`src/hw/rtl/e2c_pkg.sv`:
```
// Shared types, constants and helper functions for the epoch-to-calendar block.
// Depends on nothing; used by e2c_ctrl, e2c_datapath and epoch_seconds_to_calendar.

package e2c_pkg;

  // Input and result field widths
  localparam int SecondsW = 32;
  localparam int YearW    = 12;
  localparam int MonthW   = 4;
  localparam int DayW     = 5;
  localparam int HourW    = 5;
  localparam int MinuteW  = 6;
  localparam int SecondW  = 6;
  localparam int WeekdayW = 3;

  // Quotient register: the day count is the widest quotient (below 2^16)
  localparam int QuoW = 16;

  // Reciprocals for the constant divisions, each exact over its dividend range:
  //   days = ((t >> 7) * DayRecip) >> 35            (t / 86400, t >> 7 below 2^25)
  //   hour = ((sod >> 4) * HourRecip) >> 21         (sod / 3600, sod >> 4 below 5400)
  //   min  = ((rem >> 2) * MinRecip) >> 14          (rem / 60, rem >> 2 below 900)
  //   week = ((days + 4) * WdayRecip) >> 19         ((days + 4) / 7, below 2^16)
  localparam logic [25:0] DayRecip  = 26'd50903317;
  localparam logic [13:0] HourRecip = 14'd9321;
  localparam logic [10:0] MinRecip  = 11'd1093;
  localparam logic [16:0] WdayRecip = 17'd74899;

  // Epoch: 1970-01-01 was a Thursday
  localparam logic [YearW-1:0] EpochYear    = 12'd1970;
  localparam logic [6:0]       EpochCent    = 7'd70;    // 1970 mod 100
  localparam logic [8:0]       EpochQuad    = 9'd370;   // 1970 mod 400
  localparam logic [6:0]       CentLast     = 7'd99;
  localparam logic [8:0]       QuadLast     = 9'd399;
  localparam logic [SecondsW-1:0] WeekdayBias = 32'd4;
  localparam logic [MonthW-1:0] LastMonth   = 4'd11;    // zero-based December

  typedef enum logic [2:0] {
    S_IDLE,
    S_DAY,
    S_HOUR,
    S_MIN,
    S_WDAY,
    S_YEAR,
    S_MONTH,
    S_DONE
  } state_t;

  typedef enum logic [2:0] {
    OP_NONE,
    OP_LOAD,
    OP_QUO,
    OP_REM,
    OP_YEAR,
    OP_MONTH
  } op_t;

  typedef enum logic [1:0] {
    DIV_DAY,
    DIV_HOUR,
    DIV_MIN,
    DIV_WDAY
  } divsel_t;

  typedef struct packed {
    op_t     op;
    divsel_t sel;
  } cmd_t;

  typedef struct packed {
    logic year_done;
    logic month_done;
  } status_t;

  function automatic logic [16:0] divisor_of(input divsel_t sel);
    logic [16:0] d;
    unique case (sel)
      DIV_DAY:  d = 17'd86400;
      DIV_HOUR: d = 17'd3600;
      DIV_MIN:  d = 17'd60;
      DIV_WDAY: d = 17'd7;
      default:  d = 17'd7;
    endcase
    return d;
  endfunction

  // Days in zero-based month; February follows the leap flag
  function automatic logic [4:0] month_len(input logic leap, input logic [MonthW-1:0] mon);
    logic [4:0] len;
    unique case (mon)
      4'd1:    len = leap ? 5'd29 : 5'd28;
      4'd3,
      4'd5,
      4'd8,
      4'd10:   len = 5'd30;
      default: len = 5'd31;
    endcase
    return len;
  endfunction

endpackage

```
`src/hw/rtl/e2c_ctrl.sv`:
```
// Controller FSM for the epoch-to-calendar block: sequences divisions, year and month loops.
// Depends on e2c_pkg.

module e2c_ctrl (
  input  logic               clk,
  input  logic               rst,
  input  logic               start,
  input  e2c_pkg::status_t   status,
  output e2c_pkg::cmd_t      cmd,
  output logic               busy,
  output logic               done
);

  e2c_pkg::state_t                state;
  e2c_pkg::state_t                state_next;
  logic                           phase;
  logic                           phase_next;

  always_ff @(posedge clk) begin
    if (rst) begin
      state <= e2c_pkg::S_IDLE;
      phase <= 1'b0;
    end else begin
      state <= state_next;
      phase <= phase_next;
    end
  end

  // Next state; each division takes a quotient phase and a remainder phase
  always_comb begin
    state_next = state;
    phase_next = 1'b0;
    unique case (state)
      e2c_pkg::S_IDLE: begin
        if (start) state_next = e2c_pkg::S_DAY;
      end
      e2c_pkg::S_DAY: begin
        if (phase) state_next = e2c_pkg::S_HOUR;
        else       phase_next = 1'b1;
      end
      e2c_pkg::S_HOUR: begin
        if (phase) state_next = e2c_pkg::S_MIN;
        else       phase_next = 1'b1;
      end
      e2c_pkg::S_MIN: begin
        if (phase) state_next = e2c_pkg::S_WDAY;
        else       phase_next = 1'b1;
      end
      e2c_pkg::S_WDAY: begin
        if (phase) state_next = e2c_pkg::S_YEAR;
        else       phase_next = 1'b1;
      end
      e2c_pkg::S_YEAR: begin
        if (status.year_done) state_next = e2c_pkg::S_MONTH;
      end
      e2c_pkg::S_MONTH: begin
        if (status.month_done) state_next = e2c_pkg::S_DONE;
      end
      e2c_pkg::S_DONE: state_next = e2c_pkg::S_IDLE;
      default:         state_next = e2c_pkg::S_IDLE;
    endcase
  end

  // Commands and handshake outputs
  always_comb begin
    cmd.op  = e2c_pkg::OP_NONE;
    cmd.sel = e2c_pkg::DIV_DAY;
    busy    = (state != e2c_pkg::S_IDLE);
    done    = 1'b0;
    unique case (state)
      e2c_pkg::S_IDLE: begin
        if (start) cmd.op = e2c_pkg::OP_LOAD;
      end
      e2c_pkg::S_DAY: begin
        cmd.op  = phase ? e2c_pkg::OP_REM : e2c_pkg::OP_QUO;
        cmd.sel = e2c_pkg::DIV_DAY;
      end
      e2c_pkg::S_HOUR: begin
        cmd.op  = phase ? e2c_pkg::OP_REM : e2c_pkg::OP_QUO;
        cmd.sel = e2c_pkg::DIV_HOUR;
      end
      e2c_pkg::S_MIN: begin
        cmd.op  = phase ? e2c_pkg::OP_REM : e2c_pkg::OP_QUO;
        cmd.sel = e2c_pkg::DIV_MIN;
      end
      e2c_pkg::S_WDAY: begin
        cmd.op  = phase ? e2c_pkg::OP_REM : e2c_pkg::OP_QUO;
        cmd.sel = e2c_pkg::DIV_WDAY;
      end
      e2c_pkg::S_YEAR: begin
        if (!status.year_done) cmd.op = e2c_pkg::OP_YEAR;
      end
      e2c_pkg::S_MONTH: begin
        if (!status.month_done) cmd.op = e2c_pkg::OP_MONTH;
      end
      e2c_pkg::S_DONE: done = 1'b1;
      default: ;
    endcase
  end

endmodule

```
`src/hw/rtl/e2c_datapath.sv`:
```
// Datapath for the epoch-to-calendar block: reciprocal-multiply divisions by constants,
// year and month subtract loops. Depends on e2c_pkg; driven by commands from e2c_ctrl.

module e2c_datapath (
  input  logic                            clk,
  input  logic [e2c_pkg::SecondsW-1:0]    unix_seconds,
  input  e2c_pkg::cmd_t                   cmd,
  output e2c_pkg::status_t                status,
  output logic [e2c_pkg::YearW-1:0]       year,
  output logic [e2c_pkg::MonthW-1:0]      month,
  output logic [e2c_pkg::DayW-1:0]        day_of_month,
  output logic [e2c_pkg::HourW-1:0]       hour,
  output logic [e2c_pkg::MinuteW-1:0]     minute,
  output logic [e2c_pkg::SecondW-1:0]     second,
  output logic [e2c_pkg::WeekdayW-1:0]    weekday
);

  logic [e2c_pkg::SecondsW-1:0] acc;
  logic [e2c_pkg::QuoW-1:0]     quo;
  logic [e2c_pkg::QuoW-1:0]     days;
  logic [e2c_pkg::MonthW-1:0]   mon;
  logic [6:0]                   cent;
  logic [8:0]                   quad;

  logic [50:0]                  prod_day;
  logic [26:0]                  prod_hour;
  logic [20:0]                  prod_min;
  logic [32:0]                  prod_wday;
  logic [e2c_pkg::QuoW-1:0]     quo_calc;
  logic [e2c_pkg::SecondsW-1:0] rem_full;
  logic                         leap;
  logic [8:0]                   ylen;
  logic [4:0]                   mlen;

  always_comb begin
    // Quotient phase: multiply the dividend by the reciprocal and keep the top bits
    prod_day  = {26'd0, acc[31:7]} * {25'd0, e2c_pkg::DayRecip};
    prod_hour = {14'd0, acc[16:4]} * {13'd0, e2c_pkg::HourRecip};
    prod_min  = {11'd0, acc[11:2]} * {10'd0, e2c_pkg::MinRecip};
    prod_wday = {17'd0, acc[15:0]} * {16'd0, e2c_pkg::WdayRecip};
    unique case (cmd.sel)
      e2c_pkg::DIV_DAY:  quo_calc = prod_day[50:35];
      e2c_pkg::DIV_HOUR: quo_calc = {10'd0, prod_hour[26:21]};
      e2c_pkg::DIV_MIN:  quo_calc = {9'd0, prod_min[20:14]};
      e2c_pkg::DIV_WDAY: quo_calc = {2'd0, prod_wday[32:19]};
      default:           quo_calc = '0;
    endcase
    // Remainder phase: drop quotient times divisor from the dividend
    rem_full = acc - ({16'd0, quo} * {15'd0, e2c_pkg::divisor_of(cmd.sel)});
    leap     = (year[1:0] == 2'b00) && ((cent != '0) || (quad == '0));
    ylen     = leap ? 9'd366 : 9'd365;
    mlen     = e2c_pkg::month_len(leap, mon);
    status.year_done  = (acc < {23'd0, ylen});
    status.month_done = (mon == e2c_pkg::LastMonth) || (acc < {27'd0, mlen});
  end

  always_ff @(posedge clk) begin
    unique case (cmd.op)
      e2c_pkg::OP_NONE: ;
      e2c_pkg::OP_LOAD: begin
        acc <= unix_seconds;
      end
      e2c_pkg::OP_QUO: begin
        quo <= quo_calc;
      end
      e2c_pkg::OP_REM: begin
        unique case (cmd.sel)
          e2c_pkg::DIV_DAY: begin
            days <= quo;
            acc  <= rem_full;
          end
          e2c_pkg::DIV_HOUR: begin
            hour <= quo[e2c_pkg::HourW-1:0];
            acc  <= rem_full;
          end
          e2c_pkg::DIV_MIN: begin
            minute <= quo[e2c_pkg::MinuteW-1:0];
            second <= rem_full[e2c_pkg::SecondW-1:0];
            acc    <= {16'd0, days} + e2c_pkg::WeekdayBias;
          end
          e2c_pkg::DIV_WDAY: begin
            weekday <= rem_full[e2c_pkg::WeekdayW-1:0];
            acc     <= {16'd0, days};
            year    <= e2c_pkg::EpochYear;
            cent    <= e2c_pkg::EpochCent;
            quad    <= e2c_pkg::EpochQuad;
            mon     <= '0;
          end
          default: ;
        endcase
      end
      e2c_pkg::OP_YEAR: begin
        acc  <= acc - {23'd0, ylen};
        year <= year + 1'b1;
        cent <= (cent == e2c_pkg::CentLast) ? '0 : cent + 1'b1;
        quad <= (quad == e2c_pkg::QuadLast) ? '0 : quad + 1'b1;
      end
      e2c_pkg::OP_MONTH: begin
        acc <= acc - {27'd0, mlen};
        mon <= mon + 1'b1;
      end
      default: ;
    endcase
  end

  assign month        = mon + 1'b1;
  assign day_of_month = acc[e2c_pkg::DayW-1:0] + 1'b1;

endmodule

```
`src/hw/rtl/epoch_seconds_to_calendar.sv`:
```
// Top level: Unix seconds to Gregorian calendar and clock fields.
// Depends on e2c_pkg, e2c_ctrl and e2c_datapath.
//
//  channel  | signals                                  | transfer
//  ---------+------------------------------------------+------------------------------
//  command  | start, busy, unix_seconds                | edge with start=1 and busy=0
//  result   | done, year, month, day_of_month, hour,   | edge ending the done cycle
//           | minute, second, weekday                  |
//
// Sequence: the transfer edge loads the time; then a quotient step (reciprocal multiply)
// and a remainder step (multiply and subtract) each for days, hour, minute/second and
// weekday, a year subtract per elapsed year plus a final check, a month subtract per
// elapsed month plus a final check, and a done state; busy stays high throughout.
// The year subtract loop dominates the latency.
// Reset: rst is synchronous; it returns the controller to idle with busy low.
// Stalls: busy stays high from transfer to the done cycle; results show only while
// done is high and the receiver takes them in that cycle.

module epoch_seconds_to_calendar (
  input  logic                          clk,
  input  logic                          rst,
  input  logic                          start,
  input  logic [e2c_pkg::SecondsW-1:0]  unix_seconds,
  output logic                          busy,
  output logic                          done,
  output logic [e2c_pkg::YearW-1:0]     year,
  output logic [e2c_pkg::MonthW-1:0]    month,
  output logic [e2c_pkg::DayW-1:0]      day_of_month,
  output logic [e2c_pkg::HourW-1:0]     hour,
  output logic [e2c_pkg::MinuteW-1:0]   minute,
  output logic [e2c_pkg::SecondW-1:0]   second,
  output logic [e2c_pkg::WeekdayW-1:0]  weekday
);

  e2c_pkg::cmd_t    cmd;
  e2c_pkg::status_t status;

  // Sequence the passes; hold busy until the result is shown
  e2c_ctrl u_ctrl (
    .clk    (clk),
    .rst    (rst),
    .start  (start),
    .status (status),
    .cmd    (cmd),
    .busy   (busy),
    .done   (done)
  );

  // Divide, then drop whole years and whole months from the day count
  e2c_datapath u_dp (
    .clk          (clk),
    .unix_seconds (unix_seconds),
    .cmd          (cmd),
    .status       (status),
    .year         (year),
    .month        (month),
    .day_of_month (day_of_month),
    .hour         (hour),
    .minute       (minute),
    .second       (second),
    .weekday      (weekday)
  );

  a_start_busy: assert property (@(posedge clk) disable iff (rst)
    (start && !busy) |=> busy)
    else $error("accepted command did not raise busy");

  a_done_idle: assert property (@(posedge clk) disable iff (rst)
    done |=> !busy && !done)
    else $error("controller did not return to idle after result");

  a_done_busy: assert property (@(posedge clk) disable iff (rst)
    done |-> busy)
    else $error("result strobed while idle");

  a_month_range: assert property (@(posedge clk) disable iff (rst)
    done |-> (month >= 4'd1 && month <= 4'd12 && day_of_month != 5'd0))
    else $error("month or day out of range");

  a_clock_range: assert property (@(posedge clk) disable iff (rst)
    done |-> (hour <= 5'd23 && weekday <= 3'd6 && minute <= 6'd59 && second <= 6'd59))
    else $error("clock field or weekday out of range");

endmodule

```
`config.mk`:
```
export PLATFORM = sky130hd
export DESIGN_NAME = epoch_seconds_to_calendar
export DESIGN_NICKNAME = d
export VERILOG_FILES = /design/src/hw/rtl/e2c_pkg.sv /design/src/hw/rtl/e2c_ctrl.sv /design/src/hw/rtl/e2c_datapath.sv /design/src/hw/rtl/epoch_seconds_to_calendar.sv
export SDC_FILE = /design/constraint.sdc
export NUM_CORES = 2
export LEC_CHECK = 0
export BUFFER_PORTS_ARGS = -buffer_cell sky130_fd_sc_hd__buf_2
export CAP_MARGIN = 10
export CORE_MARGIN = 2
export CORE_UTILIZATION = 65
export CTS_BUF_LIST = sky130_fd_sc_hd__clkbuf_4 sky130_fd_sc_hd__clkbuf_8
export DETAILED_ROUTE_END_ITERATION = 16
export GPL_TIMING_DRIVEN = 0
export PLACE_DENSITY = 0.91
export SLEW_MARGIN = 20
export SYNTH_ARGS = -nofsm -noshare
export SYNTH_HDL_FRONTEND = slang
export SYNTH_SLANG_ARGS = --single-unit
```
`constraint.sdc`:
```
create_clock -name clk -period 22.5 [get_ports clk]
set_input_delay 4.5 -clock clk [delete_from_list [all_inputs] [get_ports clk]]
set_output_delay 4.5 -clock clk [all_outputs]
set_load 0.02 [all_outputs]
```
Word level (Yosys, flattened, before mapping). Cells that the tools add are included.

Bits in registers: 120. Bits of input ports: 35. Output and inout bits: 43. Logic and storage cells: 117.

$add $sub $neg: 9. Multiply operators: 5. $lt $le $gt $ge: 2. Equality and inequality tests: 31. Muxes and demuxes: 33. Bitwise gates (word level): 1. Reduce and logical (&&, ||, !) cells: 23.

Operator list (count): case mux 32 bit (4 select lines) (1); case mux 32 bit (3 select lines) (1); case mux 17 bit (4 select lines) (1); case mux 16 bit (4 select lines) (1); multiplier 25 x 26 -> 51 bit, second input constant (1); multiplier 16 x 17 -> 33 bit, second input constant (1); < comparator 32 x 5 -> 1 bit (1); < comparator 32 x 9 -> 1 bit (1); multiplier 16 x 17 -> 32 bit (1); subtractor 32 bit (1); subtractor 32 x 5 -> 32 bit (1); subtractor 32 x 9 -> 32 bit (1); multiplier 13 x 14 -> 27 bit, second input constant (1); two-way mux 3 bit (9); case mux 12 bit (2 select lines) (1); case mux 3 bit (8 select lines) (1); multiplier 10 x 11 -> 21 bit, second input constant (1); equality test 3 bit, second input constant (6); two-way mux 9 bit (2); case mux 9 bit (2 select lines) (1); adder 16 x 3 -> 17 bit, second input constant (1); two-way mux 7 bit (2); != test 2 x 1 -> 1 bit, second input constant (7); case mux 7 bit (2 select lines) (1); other kinds (38) (59).

Logic depth before layout (Yosys ltp).
Depth after elaboration: 12. Mapped depth: 34. Gate-level depth less buffers: 29.

Cells and area by module. From an unflattened synthesis, not the netlist that was laid out.

Cells, all modules: 3215. Area total of the unflattened synthesis: 31395.1 um^2.

Modules (own cells, without submodules): e2c_datapath (instances 1, cells an instance 3168, area an instance 31056.0 um^2, seq. area each 3483.3 um^2); e2c_ctrl (instances 1, cells an instance 47, area an instance 339.1 um^2, seq. area each 80.1 um^2).

Worst setup path after synthesis. No wires, ideal clock.

Path type: flip-flop to flip-flop. Start point: reg u_ctrl.state[0]. End point: reg u_dp.acc[28] in the netlist's numbering (data pin). Setup time: 0.268 ns. Data arrival time: 7.501 ns. Required time: 22.232 ns. Slack: 14.731 ns. Stages on the path, launching flop included: 32. Buffers on the path: 5. Clock period less this slack: 7.769 ns. Path through: dfxtp_1 -> inv_1 -> ha_1 -> clkbuf_1 -> o21ai_0 -> o21a_1 -> inv_1 -> clkbuf_1 -> buf_1 -> ha_1 -> clkbuf_1 -> clkbuf_1 -> and2_1 -> inv_1 -> fa_1 -> fa_1 -> fa_1 -> fa_1 -> fa_1 -> inv_1 -> fa_1 -> inv_1 -> ha_1 -> and3_1 -> and3_1 -> a221o_1 -> a21oi_1 -> o31ai_2 -> a21oi_1 -> o21ai_0 -> mux2i_1 -> o21ai_0.

Longest elaborated chain between the ends: 8. Elaborated cells on any way between the ends: 24. Those cells by class: add/sub: 1; mul: 1; eq/ne: 13; mux: 5; reduce/logical: 4.

Ends and longest elaborated chain: from (decl) (line e2c_ctrl.sv:14) `e2c_pkg::state_t state;`; from (signal assigned) (line e2c_ctrl.sv:21) `state <= e2c_pkg::S_IDLE;`; from (signal assigned) (line e2c_ctrl.sv:24) `state <= state_next;`; equality test 3 bit or equality test 3 x 2 -> 1 bit (tied branches) (line e2c_ctrl.sv:70) `unique case (state)`; case mux 2 bit (3 select lines) (line e2c_ctrl.sv:70); equality test 2 bit, or another cell as far along (line e2c_pkg.sv:77, e2c_datapath.sv:67); case mux 17 bit (4 select lines) (line e2c_pkg.sv:77) `unique case (sel)`; multiplier 16 x 17 -> 32 bit (line e2c_datapath.sv:49) `rem_full = acc - ({16'd0, quo} * {15'd0, e2c_pkg::divisor_of(cmd.sel)});`; subtractor 32 bit (line e2c_datapath.sv:49); case mux 32 bit (3 select lines) (line e2c_datapath.sv:67) `unique case (cmd.sel)`; case mux 32 bit (4 select lines) * (line e2c_datapath.sv:58) `unique case (cmd.op)`; to (signal assigned) (line e2c_datapath.sv:61) `acc <= unix_seconds;`; to (signal assigned) (line e2c_datapath.sv:70) `acc <= rem_full;`; to (signal assigned) (line e2c_datapath.sv:74) `acc <= rem_full;`; to (decl) (line e2c_datapath.sv:18) `logic [e2c_pkg::SecondsW-1:0] acc;`.

Every way passes the cells marked *; elsewhere a longest branch is shown, timed or not. The select of a mux whose other input is x is not followed. A chain may end at the register's enable or synchronous reset.

Worst setup path in the final report. Same ends and word-level chain as after synthesis.

==> flow_summary_export.csv <==
group,metric,value,unit
logic_synthesis,synth_area_leader_cell,"fa_1",
global_route,antenna_found_initial,0,
drt,drtPass1Iterations,10,
sta,finalSetupViolations,0,
clock_tree,cts_setup_buffers,0,
sta,skew,20.9,ps
run_status,outcome,"finished clean",
sta,clock.fmax,0.0961,GHz
cells_and_area,register_area,0.00356,mm²
logic_synthesis,ys.flop_type,"edfxtp_1",
setup_path,crit_slowest_cell,"buf_1",
drt,routed_wl,85900,µm
drt,postRouteAntennaNets,0,
global_route,grt_usage,35.5,%
logic_synthesis,ys_types,82,
cells_and_area,num-fill-cells,3289,
sta,setup_tns,0,ps
sta,slew_violations,0,
floorplanning,start_util,65.6,%
clock_tree,ctsHoldBuffers,0,
logic_synthesis,synth_fp_nets,4368,
sta,worstMarginPinSlew,1180,ps
logic_synthesis,synth.area.top_cells,"fa_1 29%, ha_1 28%, edfxtp_1 11%",
floorplanning,dieArea,0.0496,mm²
setup_path,crit_family,"adder cells",
clock_tree,post_cts_resized,0,
floorplanning,core_region_area,0.0474,mm²
cells_and_area,multiInputGateArea,0.0245,mm²
place,place_inst,3878,
logic_synthesis,ys_warn_count,0,
setup_path,end_kind,"flop",
setup_path,cp_common_cell,"fa_1",
setup_path,cp_max_fo,12,
cells_and_area,final_nets,4471,
drt,dr.first_iter.drc_count,2787,
logic_synthesis,synth-edff-count,116,
place,numPortBuffers,77,
cells_and_area,final_cells,3913,
setup_path,path_class,"reg -> reg",
setup_path,critPathArrivalTime,10610,ps
sta,relSlewSlack,21.6,%
floorplanning,rows,80,
global_route,first_global_vias,26100,
setup_path,crit_buf_inv,10,
drt,drc_errors,0,
logic_synthesis,netlist.area_leader.share,29.5,%
clock_tree,path_clk_slew,90,ps
clock_tree,h-tree-depth,4,
clock_tree,root_buffer,"clkbuf_8",
global_route,grt_max_degree,33,
cells_and_area,utilization,69.1,%
global_route,overflow,0,
setup_path,worstPathRequired,22710,ps
global_route,grt_pass1_wl,136000,µm
place,dp_hpwl,71200,µm
setup_path,startpoint_type,"flop",
drt,vias_per_cell,6.26,
flow_run,maxCapViolCount,0,
cells_and_area,layout-drive-gt1-share,4.52,%
sta,fin_crit,10400,ps
clock_tree,cts.sink_count,120,
sta,fin_crit_sh,46.2,%
clock_tree,clk_latency,480,ps
place,gp_congestion,0.984,
clock_tree,clk_path_buf_depth,2,
logic_synthesis,syn-cell-area,0.0311,mm²
floorplanning,ios,78,
setup_path,max_stage_delay,700,ps
floorplanning,die_x,223,µm
sta,hold_viol,0,
floorplanning,die_y,223,µm
sta,holdWs,461,ps
logic_synthesis,ys_seq_elements,120,
logic_synthesis,synthArstFlopShare,0,%
clock_tree,cts_tree,"built",
drt,wl_per_cell,22.0,µm
drt,via_count,24500,
hold_path,hold_path.class,"reg -> reg",
clock_tree,cts_buffers,17,
sta,rsz0062_at_grt,"no",
logic_synthesis,syn_area_per_cell,9.78,µm²
logic_synthesis,synth_cells,3181,
cells_and_area,area_growth,5.45,%
logic_synthesis,ys_seq_area_share,11.5,%
worst register-to-register path: cells and delay by family (launching register included):
family | cells | cell delay [ps]
adders and majority gates | 9 | 3920
buffers and inverters | 10 | 3130
AOI/OAI and AO/OA | 8 | 1810
and+or+nand+nor | 3 | 740
DFF | 1 | 370
muxes | 1 | 170
per-layer routing:
metal | part of all wire (%) | track usage (%)
met1 | 36 | 43.0
met2 | 46 | 57.5
met3 | 12 | 9.20
met4 | 6.7 | 20.4
met5 | 0 | 0
logic make-up after synthesis:
| family | count (synthesis) | share of synthesized area (%) |
|---|---|---|
| fa+ha+maj | 1152 | 57.4 |
| buf+inv | 810 | 9.86 |
| simple gates | 554 | 8.67 |
| compound gates | 416 | 8.91 |
| flops | 120 | 11.5 |
| xor+xnor | 117 | 3.29 |
| mux | 12 | 0.410 |
through the flow:
step / setup slack (ps) / area [µm²]
floorplan: 14730 / 31100
global placement: 12900 / 32300
detailed placement: 12580 / 32400
CTS: 12530 / 32800
global route: 11930 / 32800
finish: 12100 / 32800
flip-flops by register name (all words and copies together), names as in the netlist:
signal        count
u_ctrl.state      3
u_dp.minute       6
u_dp.hour         5
u_dp.weekday      3
u_dp.second       6
u_ctrl.phase      1
u_dp.quad         9
u_dp.acc         32
u_dp.days        16
u_dp.quo         16
u_dp.cent         7
u_dp.year        12
u_dp.mon          4
path summary, 6_finish.rpt:
path,to,startpoint,slack [ps],depth (start not counted)
max,u_dp.acc[28],u_ctrl.state[0],12100,31
min reg2reg,u_dp.days[14],u_dp.quo[14],460,0
min,u_dp.days[14],u_dp.quo[14],460,0
max reg2reg,u_dp.acc[28],u_ctrl.state[0],12100,31
final cells by class:
class / count / share of cell area (%)
multi-input combinational: 2251 / 74.7
sequential: 120 / 10.9
inverter: 762 / 8.72
tap: 615 / 2.35
timing repair buffer: 84 / 1.53
clock buffer: 17 / 0.713
buffer: 48 / 0.629
clock inverter: 15 / 0.519
antenna: 1 / 0.00763
cell usage after synthesis (35+ instances only):
cell	number
nand2_1	184
fa_1	458
inv_1	761
edfxtp_1	116
nand3_1	57
a21o_1	39
xor2_1	40
a21oi_1	93
clkbuf_1	35
xnor2_1	77
and2_1	51
ha_1	694
o21ai_0	94
nor2_1	107
layout by cell type (no fill, tap or decap), types with 10 or more instances in the layout:
cell        n
a211oi_1   28
a21o_1     39
a21oi_1    93
a221o_1    10
a22oi_1    10
a31oi_1    16
and2_1     51
and3_1     24
buf_2      80
clkbuf_1   35
clkbuf_8   17
edfxtp_1  116
fa_1      458
ha_1      694
inv_1     761
nand2_1   182
nand2b_1   10
nand3_1    57
nand4_1    27
nor2_1    106
nor2b_1    13
nor3_1     23
nor4_1     13
o211ai_1   16
o21a_1     13
o21ai_0    94
o21bai_1   10
o221ai_1   12
xnor2_1    77
xor2_1     40
Power is left out: the tool's default activity adds up to more than one toggle a clock period on the data nets, which glitch-free logic cannot reach.
